`src/hdl/utc_pkg.sv`:
```
// types, constants and helpers of the unsorted table with cursor
// no dependencies; used by every module of the block
`default_nettype none

package utc_pkg;

    localparam int DEPTH  = 64;
    localparam int ADDR_W = (DEPTH > 1) ? $clog2(DEPTH) : 1;
    localparam int CNT_W  = $clog2(DEPTH + 1);
    localparam int CUR_W  = 8;
    localparam int DATA_W = 16;
    localparam int KIND_W = 4;
    localparam int STAT_W = 2;
    localparam int CMP_W  = (CNT_W > CUR_W - 1) ? CNT_W : CUR_W - 1;

    typedef enum logic [KIND_W-1:0] {
        KIND_INSERT  = 4'd0,
        KIND_FIND    = 4'd1,
        KIND_DELETE  = 4'd2,
        KIND_READ    = 4'd3,
        KIND_WRITE   = 4'd4,
        KIND_SET     = 4'd5,
        KIND_ADVANCE = 4'd6,
        KIND_RESET   = 4'd7,
        KIND_CLEAR   = 4'd8
    } kind_t;

    typedef enum logic [STAT_W-1:0] {
        STATUS_OK     = 2'd0,
        STATUS_FULL   = 2'd1,
        STATUS_BADCUR = 2'd2
    } status_t;

    typedef struct packed {
        logic [DATA_W-1:0] page;
        logic [DATA_W-1:0] position;
    } entry_t;

    // first field in the highest bits
    typedef struct packed {
        logic signed [CUR_W-1:0] new_cursor;
        logic [DATA_W-1:0]       entry_position;
        logic [DATA_W-1:0]       entry_page;
    } in_data_t;

    typedef struct packed {
        logic [DATA_W-1:0]       read_position;
        logic [DATA_W-1:0]       read_page;
        logic                    is_full;
        logic                    is_empty;
        logic [CNT_W-1:0]        entry_count;
        logic                    cursor_valid;
        logic signed [CUR_W-1:0] cursor;
        logic                    found;
        status_t                 status;
    } result_t;

    localparam int IN_W      = $bits(in_data_t);
    localparam int RES_W     = $bits(result_t);
    localparam int S_TDATA_W = ((IN_W + 7) / 8) * 8;
    localparam int M_TDATA_W = ((RES_W + 7) / 8) * 8;

    // cursor lies in 0 .. count-1
    function automatic logic cur_ok(input logic signed [CUR_W-1:0] cur,
                                    input logic [CNT_W-1:0] cnt);
        return !cur[CUR_W-1] && (CMP_W'(cur[CUR_W-2:0]) < CMP_W'(cnt));
    endfunction

endpackage

`default_nettype wire

```
`src/hdl/utc_cell.sv`:
```
// one storage cell of the entry ring: holds an entry, takes its neighbour's on shift
// depends on utc_pkg
`default_nettype none

module utc_cell (
    input  wire logic           clk,
    input  wire logic           shift,
    input  utc_pkg::entry_t     d,
    output utc_pkg::entry_t     q
);

    utc_pkg::entry_t entry_reg;
    utc_pkg::entry_t entry_next;

    always_comb
    begin
        entry_next = shift ? d : entry_reg;
    end

    always_ff @(posedge clk)
    begin
        entry_reg <= entry_next;
    end

    assign q = entry_reg;

endmodule

`default_nettype wire

```
`src/hdl/unsorted_table_with_cursor.sv`:
```
// top level of the unsorted table with cursor: control, cursor and count, ring of cells
// depends on utc_pkg and utc_cell
`default_nettype none

// the table holds up to DEPTH (page, position) entries in a ring of cells; cell 0
// is the head. every table operation that is not refused rotates the whole ring,
// one step a cycle, so that entry k passes the head at step k and the ring is back
// in place at the end: find compares the head with the key, read captures the
// head, insert and write replace the entry as it leaves the head. delete takes
// two turns, the first picks up the last entry, the second drops it into the
// slot at the cursor. an item that rotates the ring goes from the walk state to
// the finish state; cursor operations, clear and refused items (insert into a
// full table, cursor not valid) go from acceptance straight to the finish state.
// the finish state writes the result register and frees the input together. a
// result still held in the output register by the receiver stalls the next item
// in the finish state. one item is in work at a time; a new item is taken when
// the last has left the control, even while its result still waits in the output
// register. the ring needs no clearing pass: only slots below the count are ever
// read.
module unsorted_table_with_cursor (
    input  wire logic                           clk,
    input  wire logic                           rst_n,
    // input items
    input  wire logic                           s_tvalid,
    output logic                                s_tready,
    input  wire logic [utc_pkg::KIND_W-1:0]     s_tuser,   // kind
    input  wire logic [utc_pkg::S_TDATA_W-1:0]  s_tdata,   // entry_page, entry_position, new_cursor
    // result items
    output logic                                m_tvalid,
    input  wire logic                           m_tready,
    // status, found, cursor, cursor_valid, entry_count, is_empty, is_full,
    // read_page, read_position, zero fill
    output logic [utc_pkg::M_TDATA_W-1:0]       m_tdata
);

    localparam int DEPTH  = utc_pkg::DEPTH;
    localparam int ADDR_W = utc_pkg::ADDR_W;
    localparam int CNT_W  = utc_pkg::CNT_W;
    localparam int CUR_W  = utc_pkg::CUR_W;
    localparam int CMP_W  = utc_pkg::CMP_W;

    typedef enum logic [2:0] {
        ST_IDLE   = 3'b001,
        ST_WALK   = 3'b010,
        ST_FINISH = 3'b100
    } state_t;

    state_t                  state_reg;
    utc_pkg::kind_t          kind_reg;
    utc_pkg::in_data_t       item_reg;
    logic [CNT_W-1:0]        count_reg;
    logic signed [CUR_W-1:0] cursor_reg;
    logic [ADDR_W-1:0]       step_reg;
    logic                    lap_reg;
    logic                    hit_reg;
    logic [ADDR_W-1:0]       hit_idx_reg;
    utc_pkg::entry_t         cap_reg;
    logic                    m_valid_reg;
    utc_pkg::result_t        m_data_reg;

    utc_pkg::in_data_t       s_item;
    utc_pkg::kind_t          s_kind;
    logic                    accept;
    logic                    table_full;
    logic                    cursor_ok;
    logic                    need_walk;

    utc_pkg::entry_t         ring_q [DEPTH];
    utc_pkg::entry_t         tail_in;
    utc_pkg::entry_t         key;
    logic                    shift;
    logic                    last_step;
    logic                    walk_done;
    logic                    at_cursor;
    logic                    at_count;
    logic                    at_last;
    logic                    head_match;

    logic                    fin_ready;
    logic                    fin_fire;
    logic [CNT_W-1:0]        count_next;
    logic signed [CUR_W-1:0] cursor_next;
    utc_pkg::result_t        res_next;

    assign s_item = utc_pkg::in_data_t'(s_tdata[utc_pkg::IN_W-1:0]);
    assign s_kind = utc_pkg::kind_t'(s_tuser);

    assign s_tready = (state_reg == ST_IDLE);
    assign accept   = s_tvalid && s_tready;

    assign table_full = (count_reg == CNT_W'(DEPTH));
    assign cursor_ok  = utc_pkg::cur_ok(cursor_reg, count_reg);

    // which items rotate the ring; refused ones go straight to the result
    always_comb
    begin
        unique case (s_kind)
            utc_pkg::KIND_INSERT: need_walk = !table_full;
            utc_pkg::KIND_FIND:   need_walk = 1'b1;
            utc_pkg::KIND_DELETE,
            utc_pkg::KIND_READ,
            utc_pkg::KIND_WRITE:  need_walk = cursor_ok;
            default:              need_walk = 1'b0;
        endcase
    end

    // ---------------------------------------------------------------- ring
    assign shift = (state_reg == ST_WALK);
    assign key   = '{page: item_reg.entry_page, position: item_reg.entry_position};

    assign last_step  = (step_reg == ADDR_W'(DEPTH - 1));
    assign walk_done  = last_step && ((kind_reg != utc_pkg::KIND_DELETE) || lap_reg);
    assign at_cursor  = (CMP_W'(cursor_reg[CUR_W-2:0]) == CMP_W'(step_reg));
    assign at_count   = (CNT_W'(step_reg) == count_reg);
    assign at_last    = (CNT_W'(step_reg) == count_reg - CNT_W'(1));
    assign head_match = (ring_q[0] == key) && (CNT_W'(step_reg) < count_reg);

    // what re-enters the ring at the tail as the head entry leaves
    always_comb
    begin
        tail_in = ring_q[0];
        unique case (kind_reg)
            utc_pkg::KIND_INSERT:
            begin
                if (at_count)
                    tail_in = key;
            end
            utc_pkg::KIND_WRITE:
            begin
                if (at_cursor)
                    tail_in = key;
            end
            utc_pkg::KIND_DELETE:
            begin
                if (lap_reg && at_cursor)
                    tail_in = cap_reg;
            end
            default:
            begin
                tail_in = ring_q[0];
            end
        endcase
    end

    for (genvar i = 0; i < DEPTH; i++)
    begin : g_cell
        if (i == DEPTH - 1)
        begin : g_tail
            utc_cell u_cell (
                .clk   (clk),
                .shift (shift),
                .d     (tail_in),
                .q     (ring_q[i])
            );
        end
        else
        begin : g_body
            utc_cell u_cell (
                .clk   (clk),
                .shift (shift),
                .d     (ring_q[i+1]),
                .q     (ring_q[i])
            );
        end
    end

    // ---------------------------------------------------------- finishing
    assign fin_ready = !m_valid_reg || m_tready;
    assign fin_fire  = (state_reg == ST_FINISH) && fin_ready;

    always_comb
    begin
        count_next         = count_reg;
        cursor_next        = cursor_reg;
        res_next           = '0;
        res_next.status    = utc_pkg::STATUS_OK;
        unique case (kind_reg)
            utc_pkg::KIND_INSERT:
            begin
                if (table_full)
                    res_next.status = utc_pkg::STATUS_FULL;
                else
                begin
                    cursor_next = CUR_W'(count_reg);
                    count_next  = count_reg + CNT_W'(1);
                end
            end
            utc_pkg::KIND_FIND:
            begin
                // a miss leaves the cursor at the count
                res_next.found = hit_reg;
                cursor_next    = hit_reg ? CUR_W'(hit_idx_reg) : CUR_W'(count_reg);
            end
            utc_pkg::KIND_DELETE:
            begin
                if (!cursor_ok)
                    res_next.status = utc_pkg::STATUS_BADCUR;
                else
                    count_next = count_reg - CNT_W'(1);
            end
            utc_pkg::KIND_READ:
            begin
                if (!cursor_ok)
                    res_next.status = utc_pkg::STATUS_BADCUR;
                else
                begin
                    res_next.read_page     = cap_reg.page;
                    res_next.read_position = cap_reg.position;
                end
            end
            utc_pkg::KIND_WRITE:
            begin
                if (!cursor_ok)
                    res_next.status = utc_pkg::STATUS_BADCUR;
            end
            utc_pkg::KIND_SET:
            begin
                cursor_next = item_reg.new_cursor;
            end
            utc_pkg::KIND_ADVANCE:
            begin
                cursor_next = cursor_reg + CUR_W'(1);
            end
            utc_pkg::KIND_RESET:
            begin
                cursor_next = '1;
            end
            utc_pkg::KIND_CLEAR:
            begin
                count_next  = '0;
                cursor_next = '1;
            end
            default:
            begin
                count_next = count_reg;
            end
        endcase
        res_next.cursor       = cursor_next;
        res_next.cursor_valid = utc_pkg::cur_ok(cursor_next, count_next);
        res_next.entry_count  = count_next;
        res_next.is_empty     = (count_next == '0);
        res_next.is_full      = (count_next == CNT_W'(DEPTH));
    end

    // ------------------------------------------------------------- control
    always_ff @(posedge clk or negedge rst_n)
    begin
        if (!rst_n)
        begin
            state_reg   <= ST_IDLE;
            count_reg   <= '0;
            cursor_reg  <= '1;
            step_reg    <= '0;
            lap_reg     <= 1'b0;
            hit_reg     <= 1'b0;
            m_valid_reg <= 1'b0;
        end
        else
        begin
            // a result taken while a new one is written keeps the register full
            if (m_valid_reg && m_tready && !fin_fire)
                m_valid_reg <= 1'b0;

            unique case (state_reg)
                ST_IDLE:
                begin
                    if (accept)
                    begin
                        step_reg  <= '0;
                        lap_reg   <= 1'b0;
                        hit_reg   <= 1'b0;
                        state_reg <= need_walk ? ST_WALK : ST_FINISH;
                    end
                end
                ST_WALK:
                begin
                    if (kind_reg == utc_pkg::KIND_FIND && head_match && !hit_reg)
                        hit_reg <= 1'b1;
                    if (last_step)
                    begin
                        step_reg <= '0;
                        lap_reg  <= 1'b1;
                    end
                    else
                        step_reg <= step_reg + ADDR_W'(1);
                    if (walk_done)
                        state_reg <= ST_FINISH;
                end
                ST_FINISH:
                begin
                    if (fin_ready)
                    begin
                        count_reg   <= count_next;
                        cursor_reg  <= cursor_next;
                        m_valid_reg <= 1'b1;
                        state_reg   <= ST_IDLE;
                    end
                end
                default:
                begin
                    state_reg <= ST_IDLE;
                end
            endcase
        end
    end

    // payload registers
    always_ff @(posedge clk)
    begin
        if (accept)
        begin
            kind_reg <= s_kind;
            item_reg <= s_item;
        end
        if (shift && kind_reg == utc_pkg::KIND_FIND && head_match && !hit_reg)
            hit_idx_reg <= step_reg;
        // read picks up the entry at the cursor, delete the last entry
        if (shift && !lap_reg)
        begin
            if ((kind_reg == utc_pkg::KIND_READ && at_cursor) ||
                (kind_reg == utc_pkg::KIND_DELETE && at_last))
                cap_reg <= ring_q[0];
        end
        if (fin_fire)
            m_data_reg <= res_next;
    end

    assign m_tvalid = m_valid_reg;
    assign m_tdata  = utc_pkg::M_TDATA_W'(m_data_reg);

endmodule

`default_nettype wire

```
`config.mk`:
```
export PLATFORM = sky130hd
export DESIGN_NAME = unsorted_table_with_cursor
export DESIGN_NICKNAME = d
export VERILOG_FILES = /design/src/hdl/utc_pkg.sv /design/src/hdl/utc_cell.sv /design/src/hdl/unsorted_table_with_cursor.sv
export SDC_FILE = /design/constraint.sdc
export NUM_CORES = 1
export LEC_CHECK = 0
export BUFFER_PORTS_ARGS = -buffer_cell sky130_fd_sc_hd__buf_2
export CAP_MARGIN = 10
export CORE_MARGIN = 5
export CORE_UTILIZATION = 55
export DETAILED_ROUTE_END_ITERATION = 10
export PLACE_DENSITY = 0.71
export REMOVE_ABC_BUFFERS = 1
export SLEW_MARGIN = 10
export SYNTH_ARGS = -nofsm -noshare
export SYNTH_HDL_FRONTEND = slang
export SYNTH_SLANG_ARGS = --single-unit
```
`constraint.sdc`:
```
create_clock -name clk -period 55.5 [get_ports clk]
set_input_delay 16.65 -clock clk [delete_from_list [all_inputs] [get_ports clk]]
set_output_delay 16.65 -clock clk [all_outputs]
set_load 0.02 [all_outputs]
```
Word-level counts from Yosys, hierarchy flattened --
Cells that the tools add are included.
Cells by class: add/sub/neg operators 4, multipliers 0, divide/modulo/power cells 0, order comparisons 3, equality and inequality tests 28, shift operators 0, muxes and demuxes 30, bitwise gates (word level) 0, reduce and logical (&&, ||, !) cells 41
Operators by type and width (number):
- $mux 32 | 3
- $pmux 32 s3 | 1
- $pmux 8 s5 | 1
- $eq 32x32->1 | 1
- $mux 7 | 3
- $pmux 7 s3 | 1
- $eq 4x3->1 const B | 5
- $logic_and 1x1->1 | 17
- $eq 4x2->1 const B | 4
- $eq 6x7->1 | 2
- $eq 7x7->1 const B | 2
- $lt 7x7->1 | 2
- $mux 3 | 4
- $mux 6 | 2
- $pmux 6 s2 | 1
- $pmux 3 s3 | 1
- $reduce_and 3->1 | 3
- $add 8x2->8 const B | 1
- $eq 4x1->1 const B | 2
- $logic_not 4->1 | 2
- $mux 8 | 1
- $ne 2x2->1 const B | 4
- $reduce_and 2->1 | 4
- $add 7x1->7 const B | 1
- 22 further kinds | 38
Word-level totals: register bits 2210, bits in latches 0, bits in writable memories 0, bits in read-only memories 0, input port bits 48, output and inout port bits 58, memories 0

Depth between registers and ports, before layout --
Gate-level depths: netlist (run 1).
word-level depth 8, mapped depth 18, gate-level depth less buffers 16

Cells and area by module --
Synthesis (run 1) repeated with hierarchy kept, for this count alone.
Second synthesis, totals: cell total of the unflattened synthesis 2757, area, all modules 69796.9 um^2
By module, submodules not included:
- utc_cell | times used 64, cells an instance 32, area an instance 960.9 um^2
- unsorted_table_with_cursor | times used 1, cells an instance 709, area an instance 8298.0 um^2

Worst setup path after synthesis (run 1) --
No wires, ideal clock.
kind register to register, start point register state_reg[0], end point register state_reg[1], setup time 0.213 ns, data arrival time 45.630 ns, slack 9.658 ns, cell stages (with the launch flop) 7, path buffers 1, cell sequence dfstp_2 > nand2b_1 > or2_2 > clkbuf_1 > inv_1 > o21ai_0 > o21ai_0
Between the ends: elaborated cells on any way between the ends 9
RTL lines:
- from (decl) | line unsorted_table_with_cursor.sv:48 | state_t state_reg;
- from (signal assigned) | line unsorted_table_with_cursor.sv:272 | state_reg <= need_walk ? ST_WALK : ST_FINISH;
- $eq 3x2->1 *
- via g_cell[0].g_body.u_cell.shift | line utc_cell.sv:7 | input wire logic shift,
- $ne 2x2->1 (no source line)
- $reduce_and 3->1 (no source line)
Mark *: on every way through the listed nets, which the timed path passes. The rest lies on a longest branch. A chain may end at the register's enable or synchronous reset.

Final worst setup path (run 1) --
start point register state_reg[0], end point output port s_tready
Between the ends: word-level cells in the longest chain between the ends 1
Ends and longest elaborated chain:
- $eq 3x1->1 | line unsorted_table_with_cursor.sv:88 | assign s_tready = (state_reg == ST_IDLE);
- to (decl) | line unsorted_table_with_cursor.sv:25 | output logic s_tready,
Every way passes these cells.

==> results_dict.tcl, run 1 <==
set metrics [dict create \
    rr_endpoint "g_cell[56].g_body.u_cell.q[6]$_DFFE_PP_" \
    die_width_um 366 \
    coreArea_um2 126000 \
    drv_cap 0 \
    die_area_um2 134000 \
    antenna_found_initial 5 \
    crit_type "reg -> out" \
    hpwl_mm 51.8 \
    port_buffers 102 \
    setup_viol 0 \
    fin_util_pct 62.9 \
    synth_ff_type "edfxtp_1" \
    grt_use_total_pct 16.1 \
    worstPathMaxFanout 6 \
    yosys_warnings 0 \
    power.leakage_nw 23.1 \
    numCtsBuffers 198 \
    min_period_ns 18.47 \
    largest_reg_flops 2016 \
    nets 3122 \
    start_util_pct 55.4 \
    status "completed" \
    grt_pass1_wl_mm 164 \
    root_buffer "clkbuf_16" \
    r2r_start "state_reg[0]$_DFFE_PN1P_" \
    hold_path_class "reg -> reg" \
    power-per-cell-area_nw_per_um2 44.4 \
    fin_setup_tns_ns 0 \
    via_count 26200 \
    post_cts_buffers 0 \
    rrSetupSlack_ns 48.83 \
    min_period_over_period_pct 33.3 \
    path_clk_slew_ns 0.06 \
    hp-start "g_cell[19].g_body.u_cell.q[25]$_DFFE_PP_" \
    boundaryPins 106 \
    fin_ws_ns 37.03 \
    clock_sinks 2210 \
    multi_input_area_um2 3160 \
    drv_slew 0 \
    slowest_stage "dfstp_2" \
    place_ws_ns 36.81 \
    startpoint "state_reg[0]$_DFFE_PN1P_" \
    area_growth_pct 13.4 \
    finalHoldViolCount 0 \
    syn_area_per_cell_um2 25.3 \
    peakVddDrop_mv 0.0310 \
    worst_path_largest_cell_delay_ns 0.58 \
    cts_tree "done" \
    routed_wl_mm 110 \
    worst_pin_slew_ns 1.17 \
    clk_path_buf_depth 3 \
    post-route-drc-count 0 \
    yosysUniqueCellTypes 71 \
    cts_max_level 4 \
    grt.overflow.total 0 \
    synth_seq_cells 2210 \
    syn_inst 2762 \
    place_inst 4503 \
    fillers 8089 \
    rows 130 \
    rr_worst_depth 8 \
    slew_headroom_pct 21.5 \
    die_h_um 366 \
    final-seq-area_um2 66200 \
    p_total_mw 3.52 \
    final_cells 4875 \
    grt_start_max_net_pins 224 \
    drt_pass1_iterations 6 \
    cp-end-kind "output pin" \
    synth_area_um2 69800 \
    rsz0062_at_grt "no" \
    drive_above_1_share_pct 14.3 \
    synth_edf_count 2183 \
    ctsResizeCount 0 \
    drtAntennaViolNets 0 \
    crit_arrival_ns 1.82 \
    max_freq_mhz 54.1 \
    grt_pass1_vias 26100 \
    async_flop_share_pct 1.22 \
    cp.required_ns 38.85 \
    wl_per_cell_um 22.5 \
    ys_seq_area_share_pct 94.9 \
    critPathLaunchType "flop" \
    crit_chain "nand2b_1 -> nor2_1 -> buf_2" \
    via_per_inst 5.37 \
    clk-insertion-delay-late_ns 0.82 \
    fin_skew_ns 0.0574 \
    place.gp.congestion 0.812 \
    drt_iter0_markers 3266 \
    cp-endpoint "s_tready" \
    hold_buffers 0 \
]
[worst min path at each step]
stage / end / slack [ns] / cells past startpoint
floorplan: g_cell[0].g_body.u_cell.q[0]$_DFFE_PP_ / 0.40 / 0
global placement: g_cell[1].g_body.u_cell.q[13]$_DFFE_PP_ / 0.40 / 0
detailed placement: g_cell[0].g_body.u_cell.q[10]$_DFFE_PP_ / 0.40 / 0
CTS: g_cell[18].g_body.u_cell.q[25]$_DFFE_PP_ / 0.38 / 0
global route: g_cell[59].g_body.u_cell.q[28]$_DFFE_PP_ / 0.39 / 0
finish: g_cell[18].g_body.u_cell.q[25]$_DFFE_PP_ / 0.38 / 0
[synth_stat cells, types with 5 or more instances]
cell type / number / share of area [%]
nor2b_1: 7 / 0.063
nor2_1: 30 / 0.16
buf_6: 5 / 0.081
o21ai_1: 14 / 0.10
mux2i_1: 5 / 0.072
o21ai_0: 32 / 0.23
nor3_1: 12 / 0.086
mux2_2: 7 / 0.11
and3_1: 10 / 0.090
ha_1: 21 / 0.38
nand4_1: 12 / 0.11
dfrtp_1: 18 / 0.65
and2_1: 35 / 0.31
clkbuf_1: 25 / 0.13
nand2b_1: 10 / 0.090
buf_2: 9 / 0.065
inv_1: 52 / 0.28
edfxtp_1: 2183 / 94
nor4_1: 7 / 0.063
dfstp_2: 9 / 0.34
a211oi_1: 8 / 0.086
a21oi_1: 21 / 0.15
xor2_1: 23 / 0.29
nand3_1: 15 / 0.11
xnor2_1: 30 / 0.38
a222oi_1: 32 / 0.46
nand2_1: 52 / 0.28
a31oi_1: 6 / 0.054
[per-stage QoR]
step | hold WS (ns) | area (µm²)
6_report | 0.382 | 79200
5_1_grt | 0.390 | 79200
4_1_cts | 0.381 | 79200
3_5_place_dp | 0.405 | 72500
3_3_place_gp | 0.400 | 72400
2_1_floorplan | 0.400 | 69600
[cells in the final DEF, fill, tap and decap left out, types with 6 or more instances in the layout]
master	netlist	final
bufinv_16	0	27
clkinvlp_4	0	8
buf_2	9	102
nor2_1	30	29
a222oi_1	32	32
inv_1	52	50
a21oi_1	21	21
clkinv_2	0	34
mux2_2	7	7
a31oi_1	6	6
nand3_1	15	15
a211oi_1	8	7
nand2b_1	10	10
o21ai_1	14	14
nor2b_1	7	7
nor3_1	12	11
nand4_1	12	12
and3_1	10	10
dfrtp_1	18	18
dfstp_2	9	9
ha_1	21	21
o21ai_0	32	32
clkbuf_1	25	35
clkbuf_16	0	201
clkinv_1	2	48
nand2_1	52	52
and2_1	35	35
xor2_1	23	23
xnor2_1	30	30
edfxtp_1	2183	2183
buf_4	3	28
nor4_1	7	6
[layout make-up]
cell class                 count  share of cell area (%)
antenna                        1                 0.00316
multi-input combinational    454                    4.00
clock buffer                 236                    6.52
inverter                      57                   0.281
sequential                  2210                    83.6
tap                         1650                    2.61
clock inverter               135                    1.99
timing repair buffer         132                   0.961
[power by group]
group          leakage, nW  internal, mW  switching, mW  total, mW
registers             18.0          1.89         0.0374       1.93
logic                 1.82        0.0566          0.136      0.193
clock network         3.26         0.797          0.599       1.40
total                 23.1          2.74          0.773       3.52
[critical path, delay by kind of cell, from the launching register on]
family / cells / cell delay, ns
DFF: 1 / 0.58
buffers and inverters: 1 / 0.20
and+or+nand+nor: 2 / 0.24
[kinds of logic after synthesis]
family	Yosys count	share of synthesized area (%)
flip-flops	2210	94.9
AO/OA/AOI/OAI	157	1.65
other	1	0.00537
buffers and inverters	100	0.624
AND/OR/NAND/NOR	207	1.58
XOR/XNOR	53	0.665
adder cells (fa/ha/maj)	22	0.393
multiplexers	12	0.185
[per-layer routing]
layer | track usage, % | share of wire [%]
met1 | 24.1 | 46
met2 | 23.3 | 45
met3 | 4.57 | 7.4
met4 | 5.69 | 2.5
met5 | 0 | 0
Power figures use the tool's default switching activity.
==> run 2: changes to the inputs <==
ABC_AREA = 1   (was unset)
clock period = 17.6 ns   (was 55.5 ns; I/O delays follow)
==> results_dict.tcl, run 2 <==
set metrics [dict create \
    root_buffer "clkbuf_16" \
    drv_slew 0 \
    synth_ff_type "edfxtp_1" \
    yosysTopAreaCellShare_pct 93.6 \
    synthTopCellsByCount "edfxtp_1 (2183), nand2_1 (216), inv_1 (117)" \
    synth_seq_cells 2210 \
    yosysUniqueCellTypes 45 \
    routed_wl_mm 110 \
    port_buffers 102 \
    drt_pass1_iterations 5 \
    worst_pin_slew_ns 1.15 \
    fin_setup_tns_ns 0 \
    grt_pass1_vias 26400 \
    synth_area_um2 70000 \
    fin_util_pct 62.4 \
    crit_chain "inv_1 -> nor3_1 -> buf_2" \
    synth_compound_gate_area_share_pct 0.881 \
    multi_input_area_um2 3180 \
    fillers 8081 \
    die_h_um 367 \
    post-synth-top-area-cell "edfxtp_1" \
    die_area_um2 135000 \
    worstPathMaxFanout 5 \
    max_freq_mhz 135 \
    ys_seq_area_share_pct 94.6 \
    clock_sinks 2210 \
    grt_start_max_net_pins 199 \
    cp-end-kind "output pin" \
    synth_edf_count 2183 \
    slowest_stage "dfstp_2" \
    worst_path_largest_cell_delay_ns 0.56 \
    cts_max_level 4 \
    syn_inst 2983 \
    place.gp.congestion 0.795 \
    rows 131 \
    rrSetupSlack_ns 12.45 \
    hold_path_class "reg -> reg" \
    grt_use_total_pct 16.3 \
    post-route-drc-count 0 \
    min_period_ns 7.38 \
    power.leakage_nw 25.7 \
    crit_type "reg -> out" \
    cts_tree "done" \
    wl_per_cell_um 21.5 \
    crit_arrival_ns 2.10 \
    ctsResizeCount 0 \
    final_common_cell "edfxtp_1" \
    synth_area_leaders "edfxtp_1 (94%), nand2_1 (1.2%), nand3_1 (0.79%), dfrtp_1 (0.64%), inv_1 (0.63%)" \
    yosys_warnings 0 \
    via_per_inst 5.28 \
    rr_worst_depth 6 \
    p_total_mw 11.2 \
    clk_path_buf_depth 3 \
    area_growth_pct 13.1 \
    boundaryPins 106 \
    synth_top_family_by_area "simple AND/OR/NAND/NOR gates" \
    fin_skew_ns 0.0244 \
    final-seq-area_um2 66200 \
    clk-insertion-delay-late_ns 0.80 \
    min_path_cells 0 \
    rsz0062_at_grt "no" \
    synthXorXnorAreaFrac_pct 0.250 \
    async_flop_share_pct 1.22 \
    critPathLaunchType "flop" \
    yosys.cell_count.top_type "edfxtp_1" \
    grt.overflow.total 0 \
    min_period_over_period_pct 42.0 \
    synthMuxAreaShare_pct 0 \
    drive_above_1_share_pct 13.5 \
    synth_fa_ha_area_share_pct 0.375 \
    setup_viol 0 \
    rr_endpoint "g_cell[33].g_body.u_cell.q[23]$_DFFE_PP_" \
    antenna_found_initial 3 \
    power-per-cell-area_nw_per_um2 142 \
    drtAntennaViolNets 0 \
    drv_cap 0 \
    largest_reg_flops 2016 \
    numCtsBuffers 200 \
    crit_family "flip-flops" \
    path_clk_slew_ns 0.06 \
    peakVddDrop_mv 0.105 \
    coreArea_um2 127000 \
    status "completed" \
    nets 3362 \
    synth-simple-area-share_pct 2.96 \
    die_width_um 367 \
    syn_area_per_cell_um2 23.5 \
    hold_end "g_cell[43].g_body.u_cell.q[22]$_DFFE_PP_" \
    r2r_start "state_reg[2]$_DFFE_PN0P_" \
    final_cells 5126 \
    slew_headroom_pct 23.5 \
    grt_pass1_wl_mm 164 \
    place_inst 4753 \
    post_cts_buffers 0 \
    hpwl_mm 54.8 \
    hp-start "g_cell[44].g_body.u_cell.q[22]$_DFFE_PP_" \
    start_util_pct 55.1 \
    path_buf_inv 2 \
    drt_iter0_markers 3213 \
    final_cell_mix "edfxtp_1 (2183), nand2_1 (215), clkbuf_16 (201)" \
    hold_buffers 0 \
    cp.required_ns 12.32 \
    finalHoldViolCount 0 \
    via_count 27000 \
]
## run 2: area by class of cell
| type | count | share of cell area (%) |
|---|---|---|
| antenna | 2 | 0.00632 |
| clock buffer | 244 | 6.55 |
| clock inverter | 127 | 1.57 |
| inverter | 134 | 0.636 |
| multi-input combinational | 616 | 4.02 |
| sequential | 2210 | 83.6 |
| tap | 1662 | 2.62 |
| timing repair buffer | 131 | 0.982 |
## run 2: power breakdown
part	internal [mW]	switching (mW)	total, mW	leakage [nW]
Clock	2.39	1.86	4.25	3.14
Combinational	0.162	0.534	0.696	2.54
Sequential	6.13	0.147	6.28	20.0
Total	8.68	2.54	11.2	25.7
## run 2: per-stage QoR
step	worst slack, ns	hold slack (ns)	instance area, µm²
floorplan	-76.19	0.400	69900
global placement	10.04	0.400	72800
detailed placement	9.94	0.405	72800
CTS	10.13	0.394	79200
global route	10.10	0.402	79200
finish	10.22	0.403	79200
## run 2: layer usage
| layer | vias to the layer above | track usage, % | part of all wire [%] | routed length, µm |
|---|---|---|---|---|
| met5 | - | 0 | 0 | 0 |
| met1 | 13600 | 25.6 | 46 | 50900 |
| met2 | 1046 | 22.0 | 42 | 46500 |
| li1 | 12200 | - | - | - |
| met3 | 196 | 4.58 | 8.8 | 9740 |
| met4 | 0 | 5.89 | 2.7 | 3000 |
## run 2: cell families (layout without fill, tap and decap cells)
kind of cell	count (synthesis)	in the layout
simple gates	466	466
fa+ha+maj	21	21
buf+inv	159	636
compound gates	106	106
xor+xnor	20	20
other cells	1	5
flops	2210	2210
## run 2: worst max path at each step
stage,from,endpoint,slack (ns),depth (start not counted)
6_report,state_reg[0]$_DFFE_PN1P_,s_tready,10.22,3
5_1_grt,state_reg[0]$_DFFE_PN1P_,s_tready,10.10,3
4_1_cts,state_reg[0]$_DFFE_PN1P_,s_tready,10.13,3
3_5_place_dp,m_tready,cursor_reg[4]$_DFFE_PN1P_,9.94,7
3_3_place_gp,m_tready,cursor_reg[6]$_DFFE_PN1P_,10.04,7
2_1_floorplan,state_reg[0]$_DFFE_PN1P_,state_reg[0]$_DFFE_PN1P_,-76.19,6
